### src/rtl/i2ctb_pkg.sv
// ----------------------------------------------------------------------------
// i2ctb_pkg
// Shared types and codes of the byte-level I2C target: bus phases, request
// kinds, register indexes, the buffer request struct and the result struct.
// ----------------------------------------------------------------------------
`default_nettype none

package i2ctb_pkg;

   localparam int BUFFER_DEPTH_DEFAULT = 32;
   localparam int MEM_ADDR_W           = 8;   // covers depths up to 256

   typedef enum logic [1:0] {
      PH_IDLE = 2'd0,
      PH_ADDR = 2'd1,
      PH_RECV = 2'd2,
      PH_XMIT = 2'd3
   } phase_type;

   localparam logic [2:0] KIND_START      = 3'd0;
   localparam logic [2:0] KIND_STOP       = 3'd1;
   localparam logic [2:0] KIND_BYTE       = 3'd2;
   localparam logic [2:0] KIND_MASTER_ACK = 3'd3;
   localparam logic [2:0] KIND_HOST_WRITE = 3'd4;
   localparam logic [2:0] KIND_HOST_READ  = 3'd5;

   localparam logic [1:0] ACK_NONE = 2'd0;
   localparam logic [1:0] ACK_ACK  = 2'd1;
   localparam logic [1:0] ACK_NACK = 2'd2;

   localparam logic CSR_OWN_ADDRESS = 1'b0;
   localparam logic CSR_LENGTH      = 1'b1;

   localparam logic [7:0] GENERAL_CALL = 8'h00;
   localparam logic [7:0] READ_BIT     = 8'h01;

   typedef struct packed {
      logic                  wr_en;
      logic                  rd_en;
      logic [MEM_ADDR_W-1:0] addr;
      logic [7:0]            wr_data;
   } mem_req_type;

   typedef struct packed {
      logic [1:0] ack_drive;
      logic       send_valid;
      logic       released;
      logic       host_rd;
      phase_type  bus_phase;
   } result_type;

endpackage

`default_nettype wire

### src/rtl/i2ctb_mem.sv
// ----------------------------------------------------------------------------
// i2ctb_mem
// Shared byte buffer: one write or one read per cycle, registered read data.
// ----------------------------------------------------------------------------
`default_nettype none

module i2ctb_mem
   import i2ctb_pkg::*;
#(
   parameter int BUFFER_DEPTH = BUFFER_DEPTH_DEFAULT
) (
   input  wire logic        clock,
   input  wire mem_req_type mem_req,
   output logic [7:0]       rd_data
);

   localparam int AW = (BUFFER_DEPTH > 1) ? $clog2(BUFFER_DEPTH) : 1;

   logic [7:0] buffer_mem [BUFFER_DEPTH];
   logic [7:0] rd_data_ff;

   always_ff @(posedge clock) begin
      if (mem_req.wr_en) begin
         buffer_mem[mem_req.addr[AW-1:0]] <= mem_req.wr_data;
      end
   end

   always_ff @(posedge clock) begin
      if (mem_req.rd_en) begin
         rd_data_ff <= buffer_mem[mem_req.addr[AW-1:0]];
      end
   end

   assign rd_data = rd_data_ff;

endmodule

`default_nettype wire

### src/rtl/i2ctb_ctrl.sv
// ----------------------------------------------------------------------------
// i2ctb_ctrl
// Bus phase state machine, byte position counter and configuration
// registers. Decodes one request per cycle into a buffer access and a result.
// ----------------------------------------------------------------------------
`default_nettype none

module i2ctb_ctrl
   import i2ctb_pkg::*;
#(
   parameter int BUFFER_DEPTH = BUFFER_DEPTH_DEFAULT
) (
   input  wire logic        clock,
   input  wire logic        reset,
   input  wire logic        accept,
   input  wire logic [2:0]  kind,
   input  wire logic [7:0]  bus_byte,
   input  wire logic        master_nack,
   input  wire logic [4:0]  host_index,
   input  wire logic [7:0]  host_data,
   input  wire logic        csr_write,
   input  wire logic        csr_index,
   input  wire logic [6:0]  csr_data,
   output mem_req_type      mem_req,
   output result_type       result
);

   localparam logic [8:0] DEPTH9 = 9'(BUFFER_DEPTH);

   phase_type   phase_ff, phase_in;
   logic [5:0]  pos_ff, pos_in;
   logic [6:0]  own_address_ff;
   logic [5:0]  length_ff;

   logic [8:0]  usable;
   logic        room;
   logic        addr_match;
   logic        host_in_range;

   always_ff @(posedge clock) begin
      if (reset) begin
         own_address_ff <= '0;
         length_ff      <= '0;
      end else if (csr_write) begin
         if (csr_index == CSR_OWN_ADDRESS) begin
            own_address_ff <= csr_data;
         end else begin
            length_ff <= csr_data[5:0];
         end
      end
   end

   always_ff @(posedge clock) begin
      if (reset) begin
         phase_ff <= PH_IDLE;
         pos_ff   <= '0;
      end else if (accept) begin
         phase_ff <= phase_in;
         pos_ff   <= pos_in;
      end
   end

   always_comb begin
      usable        = (9'(length_ff) > DEPTH9) ? DEPTH9 : 9'(length_ff);
      room          = 9'(pos_ff) < usable;
      addr_match    = (bus_byte == GENERAL_CALL) || (bus_byte[7:1] == own_address_ff);
      host_in_range = 9'(host_index) < DEPTH9;
   end

   // next state
   always_comb begin
      phase_in = phase_ff;
      pos_in   = pos_ff;
      unique case (kind)
         KIND_START: begin
            phase_in = PH_ADDR;
            pos_in   = '0;
         end
         KIND_STOP: begin
            phase_in = PH_IDLE;
         end
         KIND_BYTE: begin
            if (phase_ff == PH_ADDR) begin
               if (!addr_match) begin
                  phase_in = PH_IDLE;
               end else if ((bus_byte & READ_BIT) == READ_BIT) begin
                  phase_in = room ? PH_XMIT : PH_IDLE;
                  pos_in   = room ? pos_ff + 6'd1 : pos_ff;
               end else begin
                  phase_in = PH_RECV;
               end
            end else if (phase_ff == PH_RECV && room) begin
               pos_in = pos_ff + 6'd1;
            end
         end
         KIND_MASTER_ACK: begin
            if (phase_ff == PH_XMIT) begin
               if (master_nack || !room) begin
                  phase_in = PH_IDLE;
               end else begin
                  pos_in = pos_ff + 6'd1;
               end
            end
         end
         default: begin
         end
      endcase
   end

   // outputs
   always_comb begin
      mem_req           = '0;
      mem_req.addr      = MEM_ADDR_W'(pos_ff);
      mem_req.wr_data   = bus_byte;
      result            = '0;
      result.bus_phase  = phase_in;
      unique case (kind)
         KIND_STOP: begin
            result.released = 1'b1;
         end
         KIND_BYTE: begin
            if (phase_ff == PH_ADDR) begin
               if (!addr_match) begin
                  result.released = 1'b1;
               end else begin
                  result.ack_drive = ACK_ACK;
                  if ((bus_byte & READ_BIT) == READ_BIT) begin
                     result.send_valid = room;
                     result.released   = !room;
                     mem_req.rd_en     = room;
                  end
               end
            end else if (phase_ff == PH_RECV) begin
               result.ack_drive = room ? ACK_ACK : ACK_NACK;
               mem_req.wr_en    = room;
            end
         end
         KIND_MASTER_ACK: begin
            if (phase_ff == PH_XMIT) begin
               result.send_valid = !master_nack && room;
               result.released   = master_nack || !room;
               mem_req.rd_en     = !master_nack && room;
            end
         end
         KIND_HOST_WRITE: begin
            mem_req.addr    = MEM_ADDR_W'(host_index);
            mem_req.wr_data = host_data;
            mem_req.wr_en   = host_in_range;
         end
         KIND_HOST_READ: begin
            mem_req.addr   = MEM_ADDR_W'(host_index);
            mem_req.rd_en  = host_in_range;
            result.host_rd = host_in_range;
         end
         default: begin
         end
      endcase
      // drop the access unless the request is taken this cycle
      mem_req.wr_en = mem_req.wr_en && accept;
      mem_req.rd_en = mem_req.rd_en && accept;
   end

endmodule

`default_nettype wire

### src/rtl/i2c_target_byte_fsm.sv
// ----------------------------------------------------------------------------
// i2c_target_byte_fsm
// Byte-level I2C target with a 7-bit address over a shared byte buffer.
// ----------------------------------------------------------------------------
// One request is taken every clock cycle while req_tready is high and gives
// exactly one response: the decode stage decodes the event, updates the
// phase and byte position and issues the buffer access; the read stage then
// picks up the registered buffer read data into the response register.
// The buffer memory has a single port, one read or one write per cycle, and
// each request needs at most one access, so no request waits on another.
// A stalled response register holds one response and one more waits in the
// read stage; then req_tready drops until rsp_tready frees a slot. Buffer
// entries never written read back undefined data. Configuration writes are
// taken in any cycle and must only happen while the block is idle.
`default_nettype none

module i2c_target_byte_fsm
   import i2ctb_pkg::*;
#(
   parameter int BUFFER_DEPTH = BUFFER_DEPTH_DEFAULT
) (
   input  wire logic        clock,
   input  wire logic        reset,
   // request channel
   input  wire logic        req_tvalid,
   output logic             req_tready,
   input  wire logic [2:0]  req_tuser,   // kind
   input  wire logic [23:0] req_tdata,   // bus_byte, master_nack, host_index, host_data
   // response channel
   output logic             rsp_tvalid,
   input  wire logic        rsp_tready,
   output logic [23:0] rsp_tdata,        // ack_drive, send_valid, send_byte, released,
                                         // host_read_data, bus_phase
   // configuration write channel
   input  wire logic        csr_valid,
   output logic             csr_ready,
   input  wire logic        csr_index,
   input  wire logic [6:0]  csr_data
);

   logic        accept;
   mem_req_type mem_req;
   result_type  result;
   logic [7:0]  rd_data;

   logic        s1_valid_ff;
   result_type  s1_res_ff;
   logic        out_valid_ff;
   logic [23:0] out_data_ff;
   logic        s1_advance;
   logic        out_free;
   logic [7:0]  send_byte;
   logic [7:0]  host_read_data;

   assign csr_ready  = 1'b1;
   assign out_free   = !out_valid_ff || rsp_tready;
   assign s1_advance = s1_valid_ff && out_free;
   assign req_tready = !s1_valid_ff || out_free;
   assign accept     = req_tvalid && req_tready;

   i2ctb_ctrl #(
      .BUFFER_DEPTH (BUFFER_DEPTH)
   ) u_ctrl (
      .clock       (clock),
      .reset       (reset),
      .accept      (accept),
      .kind        (req_tuser),
      .bus_byte    (req_tdata[7:0]),
      .master_nack (req_tdata[8]),
      .host_index  (req_tdata[13:9]),
      .host_data   (req_tdata[21:14]),
      .csr_write   (csr_valid),
      .csr_index   (csr_index),
      .csr_data    (csr_data),
      .mem_req     (mem_req),
      .result      (result)
   );

   i2ctb_mem #(
      .BUFFER_DEPTH (BUFFER_DEPTH)
   ) u_mem (
      .clock   (clock),
      .mem_req (mem_req),
      .rd_data (rd_data)
   );

   always_ff @(posedge clock) begin
      if (reset) begin
         s1_valid_ff <= 1'b0;
      end else if (accept) begin
         s1_valid_ff <= 1'b1;
      end else if (s1_advance) begin
         s1_valid_ff <= 1'b0;
      end
   end

   always_ff @(posedge clock) begin
      if (accept) begin
         s1_res_ff <= result;
      end
   end

   assign send_byte      = s1_res_ff.send_valid ? rd_data : 8'h00;
   assign host_read_data = s1_res_ff.host_rd ? rd_data : 8'h00;

   always_ff @(posedge clock) begin
      if (reset) begin
         out_valid_ff <= 1'b0;
      end else if (s1_advance) begin
         out_valid_ff <= 1'b1;
      end else if (rsp_tready) begin
         out_valid_ff <= 1'b0;
      end
   end

   always_ff @(posedge clock) begin
      if (s1_advance) begin
         out_data_ff <= {2'b00, s1_res_ff.bus_phase, host_read_data,
                         s1_res_ff.released, send_byte, s1_res_ff.send_valid,
                         s1_res_ff.ack_drive};
      end
   end

   assign rsp_tvalid = out_valid_ff;
   assign rsp_tdata  = out_data_ff;

endmodule

`default_nettype wire

### config.mk
export PLATFORM = sky130hd
export DESIGN_NAME = i2c_target_byte_fsm
export DESIGN_NICKNAME = d
export VERILOG_FILES = /design/src/rtl/i2ctb_pkg.sv /design/src/rtl/i2ctb_mem.sv /design/src/rtl/i2ctb_ctrl.sv /design/src/rtl/i2c_target_byte_fsm.sv
export SDC_FILE = /design/constraint.sdc
export NUM_CORES = 1
export LEC_CHECK = 0
export ABC_AREA = 1
export BUFFER_PORTS_ARGS = -buffer_cell sky130_fd_sc_hd__buf_2
export CAP_MARGIN = 20
export CORE_MARGIN = 1.5
export CORE_UTILIZATION = 45
export DETAILED_ROUTE_END_ITERATION = 10
export MAX_ROUTING_LAYER = met4
export PLACE_DENSITY = 0.6
export SYNTH_ARGS = -nofsm -noshare
export SYNTH_HDL_FRONTEND = slang
export SYNTH_HIERARCHICAL = 1
export SYNTH_SLANG_ARGS = --single-unit
### constraint.sdc
create_clock -name clock -period 4.2 [get_ports clock]
set_input_delay 0.84 -clock clock [delete_from_list [all_inputs] [get_ports clock]]
set_output_delay 0.84 -clock clock [all_outputs]
set_load 0.02 [all_outputs]
=== After elaboration in Yosys (flattened, before gate mapping) ===
Memories as Yosys holds them, arrays and structs flattened. A register that Yosys moved wholly into a read port is not among the register bits.
Cells that the tools add are included.

* $add $sub $neg: 1
* Multiply operators: 0
* Div/mod/pow operators: 0
* Magnitude comparators: 2
* Equality and inequality tests: 15
* Shift-type cells: 0
* Mux-type cells: 43
* Bitwise gates (word level): 1
* Reduce and logical (&&, ||, !) cells: 23

{| class="wikitable"
|+ Operators by type and width
! operator !! number
|-
| two-way mux 6 bit || 8
|-
| two-way mux 2 bit || 13
|-
| case mux 6 bit (3 select lines) || 1
|-
| two-way mux 1 bit || 14
|-
| zero test 8 bit || 1
|-
| two-way mux 8 bit || 1
|-
| case mux 2 bit (4 select lines) || 1
|-
| AND reduction 8 bit || 1
|-
| equality test 7 bit || 1
|-
| adder 6 x 1 -> 6 bit, second input constant || 1
|-
| equality test 3 x 2 -> 1 bit, second input constant || 2
|-
| equality test 3 bit, second input constant || 2
|-
| greater-than comparator 6 bit, second input constant || 1
|-
| logical AND 1 bit || 6
|-
| less-than comparator 6 bit || 1
|-
| != test 3 x 2 -> 1 bit, second input constant || 2
|-
| case mux 1 bit (3 select lines) || 2
|-
| two-way mux 5 bit || 1
|-
| equality test 2 bit, second input constant || 2
|-
| zero test 1 bit || 4
|-
| logical OR 1 bit || 4
|-
| case mux 1 bit (2 select lines) || 2
|-
| AND reduction 2 bit || 2
|-
| nonzero test 2 bit || 2
|-
| 10 further kinds || 10
|}

* Register bits: 52
* Bits in latches: 0
* RAM bits: 256
* Memory bits (read-only): 0
* Bits of input ports: 40
* Output and inout bits: 27
* Word-level logic and storage cells: 100
* Memories: 1

{| class="wikitable"
|+ Memory list
! name !! depth !! bits a word !! rd ports !! clocked after Yosys merged registers in !! wr ports !! line !! text
|-
| u_mem.buffer_mem || 32 || 8 || 1 || 1 || 1 || i2ctb_mem.sv:19 || <nowiki>logic [7:0] buffer_mem [BUFFER_DEPTH];</nowiki>
|}

=== Logic depth before layout (Yosys ltp) ===
Gate-level depths: netlist of run 1.

* Depth after elaboration: 9
* Depth in mapped cells: 18

=== Modules after synthesis ===
The synthesis of run 1 kept the hierarchy.

{| class="wikitable"
|+ Modules (own cells, without submodules)
! module !! times used !! cells each !! area an instance (µm²) !! seq. area each (µm²)
|-
| i2ctb_mem || 1 || 1063 || 11068.1 || 7927.6
|-
| i2ctb_ctrl || 1 || 260 || 1665.3 || 420.4
|-
| i2c_target_byte_fsm || 1 || 80 || 1113.6 || 910.9
|}

=== Worst setup path after synthesis of run 1 ===
OpenSTA, ideal clock, no wires.

* Path kind: input to register
* From: input req_tuser[0]
* To: memory u_mem.buffer_mem[4][0] (enable)
* Library setup time: 0.370 ns
* Data arrival time: 2.791 ns
* Data required time: 3.830 ns
* Setup slack: 1.039 ns
* Cell stages on the path: 9
* Cell sequence: inv_2 nor2_1 nand2_1 nand2_1 mux2_2 buf_4 nor3_2 inv_1 nor2_1

{| class="wikitable"
|+ RTL lines
! element !! line !! text
|-
| start, declared || i2c_target_byte_fsm.sv:27 || <nowiki>input wire logic [2:0] req_tuser,</nowiki>
|-
| end, declared || i2ctb_mem.sv:19 ||
|}

==> metrics.csv, run 1 <==
stage,metric,value,unit
power_and_ir_drop,Pleak,6.77,nW
setup_path,critical path capture point type,flip-flop,
yosys,"Avg Cell Area, Syn",9.89,um^2
die,Initial Util,46.1,%
timing,Final setup viols,0,
cts,CTS Buf Count,35,
cts,post_cts resized,0,
timing,min Tclk post-route,3370,ps
power_and_ir_drop,Peak supply drop,0.364,mV
placement,DP HPWL,19.0,mm
layout,area grow syn2layout,15.3,%
global_route,Overflow after GRT,0,
cts,TritonCTS clock tree,yes,
global_route,Total GRT Usage,20.3,%
timing,ratio of final minimum period to clock period,80.3,%
global_route,vias in the first global route,8977,
setup_path,Crit path arrival time,3580,ps
cts,clock sink total,316,
routing,drt pass-1 iters,5,
setup_path,Startpoint Class,primary input,
cts,root buf cell,clkbuf_16,
worst_hold_path,Hold Crit Class,reg2reg,
routing,Post-route DRC,0,
placement,RePlAce Congestion,0.854,
die,core box area,30000,um^2
setup_path,Crit Path Max Fanout,9,
setup_path,CP peak stage delay,840,ps
routing,post-route ant nets,0,
routing,vias per inst,4.88,
timing,setup TNS,0,ps
routing,1st-iter DRT viols,747,
worst_hold_path,min-delay src,s1_res_ff[5],
die,Row Count,63,
setup_path,"Slowest-stage cell, CP",o21ai_0,
setup_path,"delay-heaviest family, CP",simple AND/OR/NAND/NOR gates,
setup_path,crit-path cells,"buf_2, inv_2, nor2_1, nand2_1, nand2_1, buf_4, o21ai_0, inv_2, nor3_2, inv_1, nor2_1, buf_4",
die,Die Span X,178,um
setup_path,Critical Path Start,req_tuser[0],
routing,Total Wirelength,30.2,mm
timing,RSZ-0062 raised after global routing,false,
cts,CTS Buffer Depth,3,
setup_path,r2r startpoint,u_ctrl/length_ff[5],
layout,fin area,15900,um^2
placement,I/O Buffers,61,
timing,Rel. slew slack,26.6,%
setup_path,Setup CP Type,in2reg,
cts,setup bufs post-CTS,0,
flow_run,MaxCap Viol Count,0,
yosys,Synth warnings,6,
die,# IOs,67,
global_route,antenna violations before repair,0,
layout,# nets final,1551,
die,Die Ht,178,um
cts,H-tree depth,2,
setup_path,Buf/Inv on CP,6,
global_route,largest net degree at the start of global routing,131,
timing,Final Hold Fails,0,
run_status,status,"finished, final reports clean",
layout,multi-input combinational cell area,4020,um^2
layout,final-layout fill cell count,2684,
cts,Clock Pin Slew Worst Setup and Hold Paths,60,ps
layout,ANT cells,0,
die,area of the die,31800,um^2
timing,Slew @ Worst Pin,1090,ps
routing,routed len/inst,15.7,um
timing,f_max,0.297,GHz
layout,layout cell share with drive strength beyond 1,14.3,%
yosys,cell area after synthesis,13800,um^2
placement,Post-DP Area,14800,um^2
power_and_ir_drop,power density over the cells,433,nW/um^2
timing,Max Clock Skew,17.1,ps
cts,Post-CTS Hold Buffers,0,
layout,Reg area,9260,um^2
cts,Clock Latency Late Sink,510,ps
timing,"Slew Viols, Final",0,
yosys,Mapped Cells,1398,
routing,via count of the routed design,9359,
setup_path,Worst EP required,4410,ps
global_route,first-pass GRT wire length,47.4,mm
per-stage QoR:
step / hold slack, ps / std cells / worst slack, ps / total power [W] / util [%]
floorplan: 400 / 1399 / 1060 / 0.00393 / -
global placement: 407 / 1854 / 443 / 0.00411 / 49.4
detailed placement: 407 / 1856 / 316 / 0.00412 / 49.5
CTS: 418 / 1917 / 824 / 0.00696 / 53.1
global route: 428 / 1919 / 592 / 0.00716 / 53.2
finish: 417 / 1919 / 828 / 0.00689 / 53.2
sequential cells by signal, summed over array words and instances (netlist names):
| signal | cells |
|---|---|
| s1_res_ff | 7 |
| rsp_tvalid | 1 |
| u_ctrl/pos_ff | 6 |
| u_ctrl/length_ff | 6 |
| u_ctrl/phase_ff | 2 |
| u_mem/rd_data | 8 |
| rsp_tdata | 22 |
| s1_valid_ff | 1 |
| u_mem/buffer_mem | 256 |
| u_ctrl/own_address_ff | 7 |
power breakdown:
part / leakage, nW / switching, W / total (W) / internal [W]
registers: 2.84 / 0.0000161 / 0.00351 / 0.00349
logic: 3.41 / 0.000395 / 0.000547 / 0.000153
clock network: 0.515 / 0.00116 / 0.00284 / 0.00168
total: 6.77 / 0.00157 / 0.00689 / 0.00532
final cells by class:
type / instances / share of cell area, %
clock buffer: 50 / 6.11
sequential: 316 / 58.1
inverter: 75 / 1.78
timing repair buffer: 124 / 5.15
multi-input combinational: 953 / 25.2
tap: 390 / 3.06
clock inverter: 11 / 0.573
per-layer routing:
metal	up-vias	track usage, %	routed length [um]
met5	-	-	0
met4	0	5.66	629
met3	43	2.51	1610
met2	222	32.4	14000
met1	4364	27.6	14000
li1	4730	-	-
placed cells by master, fill, tap and decap left out, drive strengths merged, types with 3 or more instances in the layout:
cell and count:
buf 124, mux2 4, dfxtp 23, inv 75, clkbuf 50, a21oi 24, conb 3, nor3 13
nor2 85, edfxtp 293, ha 6, xnor2 3, clkinv 10, nand4 8, nand2 759, xor2 4
nand3 18, o21ai 21
final timing paths:
check                                                to  slack [ps]  cells after the start
worst max-delay path            u_mem/buffer_mem[29][0]         830                     12
worst min-delay path                       rsp_tdata[0]         420                      0
worst max register to register  u_mem/buffer_mem[13][1]         900                     13
worst min register to register             rsp_tdata[0]         420                      0
Power figures use the tool's default switching activity.
==> run 2: changes to the inputs <==
--- a/config.mk
+++ b/config.mk
@@ -12,7 +12,7 @@
 export CORE_UTILIZATION = 45
 export DETAILED_ROUTE_END_ITERATION = 10
 export MAX_ROUTING_LAYER = met4
-export PLACE_DENSITY = 0.6
+export PLACE_DENSITY = 0.62
 export SYNTH_ARGS = -nofsm -noshare
 export SYNTH_HDL_FRONTEND = slang
 export SYNTH_HIERARCHICAL = 1
==> constraint.sdc (replaced) <==
create_clock -name clock -period 2.76 [get_ports clock]
set_input_delay 0.552 -clock clock [delete_from_list [all_inputs] [get_ports clock]]
set_output_delay 0.552 -clock clock [all_outputs]
set_load 0.02 [all_outputs]
==> metrics.csv, run 2 (same netlist as run 1, synthesis figures left out) <==
stage,metric,value,unit,change
setup_path,Setup CP Type,reg2reg,,
setup_path,Startpoint Class,flip-flop,,
timing,setup TNS,-1090,ps,-1090 ps
layout,fin cells,1958,,+2.0%
cts,CTS Buf Count,35,,unchanged
die,# IOs,67,,unchanged
run_status,failing checks,negative setup slack,,
global_route,Overflow after GRT,0,,unchanged
die,Die Ht,178,um,unchanged
timing,setup ws final,-30.3,ps,-858 ps
placement,DP HPWL,20.0,mm,+4.9%
worst_hold_path,Hold Crit Class,in2reg,,
die,Row Count,63,,unchanged
layout,layout cell share with drive strength beyond 1,19.7,%,+5.4 points
power_and_ir_drop,power density over the cells,638,nW/um^2,+47%
flow_run,MaxCap Viol Count,0,,unchanged
placement,placed cell count,1886,,+1.6%
placement,RePlAce Congestion,0.886,,+3.6%
layout,area grow syn2layout,22.0,%,
timing,Rel. slew slack,48.0,%,+21 points
routing,1st-iter DRT viols,798,,+6.8%
cts,Clock Latency Late Sink,510,ps,about the same
routing,post-route ant nets,0,,unchanged
routing,routed len/inst,16.4,um,+4.5%
layout,# nets final,1592,,+2.6%
timing,Max Clock Skew,19.0,ps,+1.92 ps
timing,min Tclk post-route,2790,ps,
power_and_ir_drop,Peak supply drop,0.308,mV,-15%
cts,TritonCTS clock tree,yes,,
cts,Clock Pin Slew Worst Setup and Hold Paths,60,ps,about the same
die,Initial Util,46.1,%,unchanged
global_route,Total GRT Usage,21.4,%,+1.1 points
timing,f_max,0.358,GHz,
global_route,antenna violations before repair,0,,unchanged
layout,final-layout fill cell count,2581,,-3.8%
power_and_ir_drop,Pleak,7.07,nW,+4.5%
timing,Final setup viols,101,,+101
layout,"commonest non-fill, non-tap cell in the layout",nand2_1,,
routing,Post-route DRC,0,,unchanged
global_route,largest net degree at the start of global routing,36,,-73%
timing,Slew @ Worst Pin,780,ps,-309 ps
layout,final core utilization,56.3,%,+3.1 points
routing,Total Wirelength,32.2,mm,+6.6%
layout,max FFs per register,256,,unchanged
setup_path,Crit path arrival time,3010,ps,-570 ps
setup_path,Crit Path Max Fanout,6,,-3
die,area of the die,31800,um^2,unchanged
global_route,first-pass GRT wire length,50.2,mm,+5.7%
global_route,vias in the first global route,9444,,+5.2%
placement,I/O Buffers,61,,unchanged
timing,Final Hold Fails,0,,unchanged
routing,vias per inst,4.95,,+1.5%
cts,clock sink total,316,,unchanged
die,Die Span X,178,um,unchanged
routing,drt pass-1 iters,5,,unchanged
setup_path,critical path capture point type,flip-flop,,
layout,ANT cells,0,,unchanged
run_status,status,"finished, violations left",,
die,core box area,30000,um^2,unchanged
routing,via count of the routed design,9691,,+3.5%
layout,"commonest cells after routing, fill and taps aside","nand2_1, edfxtp_1, buf_2",,
cts,H-tree depth,2,,unchanged
timing,Fin Hold WS,287,ps,-130 ps
setup_path,Worst EP required,2980,ps,-1430 ps
cts,root buf cell,clkbuf_16,,
cts,CTS Buffer Depth,3,,unchanged
timing,ratio of final minimum period to clock period,101,%,
placement,DP Worst Slack,-142,ps,-457 ps
timing,"Slew Viols, Final",0,,unchanged
timing,RSZ-0062 raised after global routing,true,,
## run 2: cell count changes in the layout (fill, tap and decap cells not counted), moves of 8 or more
cell / delta
buf_4: -8
buf_12: +14
nor2_4: +28
buf_6: +38
nor2_1: -32
## run 2: worst paths after layout
kind | from | endpoint | slack [ps] | cells after the start
max | u_ctrl/length_ff[3] | u_mem/buffer_mem[5][7] | -30 | 17
min | csr_data[5] | u_ctrl/own_address_ff[5] | 290 | 3
max reg2reg | u_ctrl/length_ff[3] | u_mem/buffer_mem[5][7] | -30 | 17
min reg2reg | s1_res_ff[0] | rsp_tdata[20] | 420 | 0
## run 2: final cells by class
type / count / area, um^2 / share of cell area, %
clock buffers: 46 / 960 / 5.69
clock inverters: 13 / 140 / 0.831
inverters: 75 / 283 / 1.68
multi-input cells: 953 / 4300 / 25.5
flip-flops and latches: 316 / 9260 / 54.9
well taps: 390 / 488 / 2.89
repair buffers: 165 / 1420 / 8.45
## run 2: worst max-delay path, cell delays in order, from the launching register on
cell and delay (ps):
dfxtp_2 330, nor2_1 100, nand3_1 70, nand2_1 90
nand2_1 70, ha_2 180, a21oi_2 130, nor2_1 60
a211oi_2 210, nand2_2 130, inv_2 80, nand4_1 130
a21oi_2 190, buf_6 160, nand3_4 100, buf_4 180
nor2_4 130, buf_6 140
## run 2: metal layers
layer / vias to the layer above / global-route usage, % / routed length, um
met5: - / - / 0
met4: 0 / 7.01 / 886
met3: 60 / 2.86 / 1690
met2: 265 / 34.7 / 15700
met1: 4552 / 28.0 / 14000
li1: 4814 / - / -
## run 2: stage by stage
stage,power (W),instance area (um^2)
after global placement,0.00630,15200
after CTS,0.0108,16600
after detailed placement,0.00631,15200
final,0.0107,16900
after global routing,0.0111,16900
after floorplan,0.00598,13800
## run 2: power by group
part           internal [W]  leakage [nW]  switching, W
clock network       0.00272         0.531       0.00178
logic              0.000277          3.70      0.000633
registers           0.00531          2.84     0.0000250
## run 2: what timing repair did
action                                  CTS  global route
setup buffers                            13             2
hold buffers                              0             0
resized for setup                        71            60
endpoints found under the setup margin  256           265
pin swaps                                 3            32
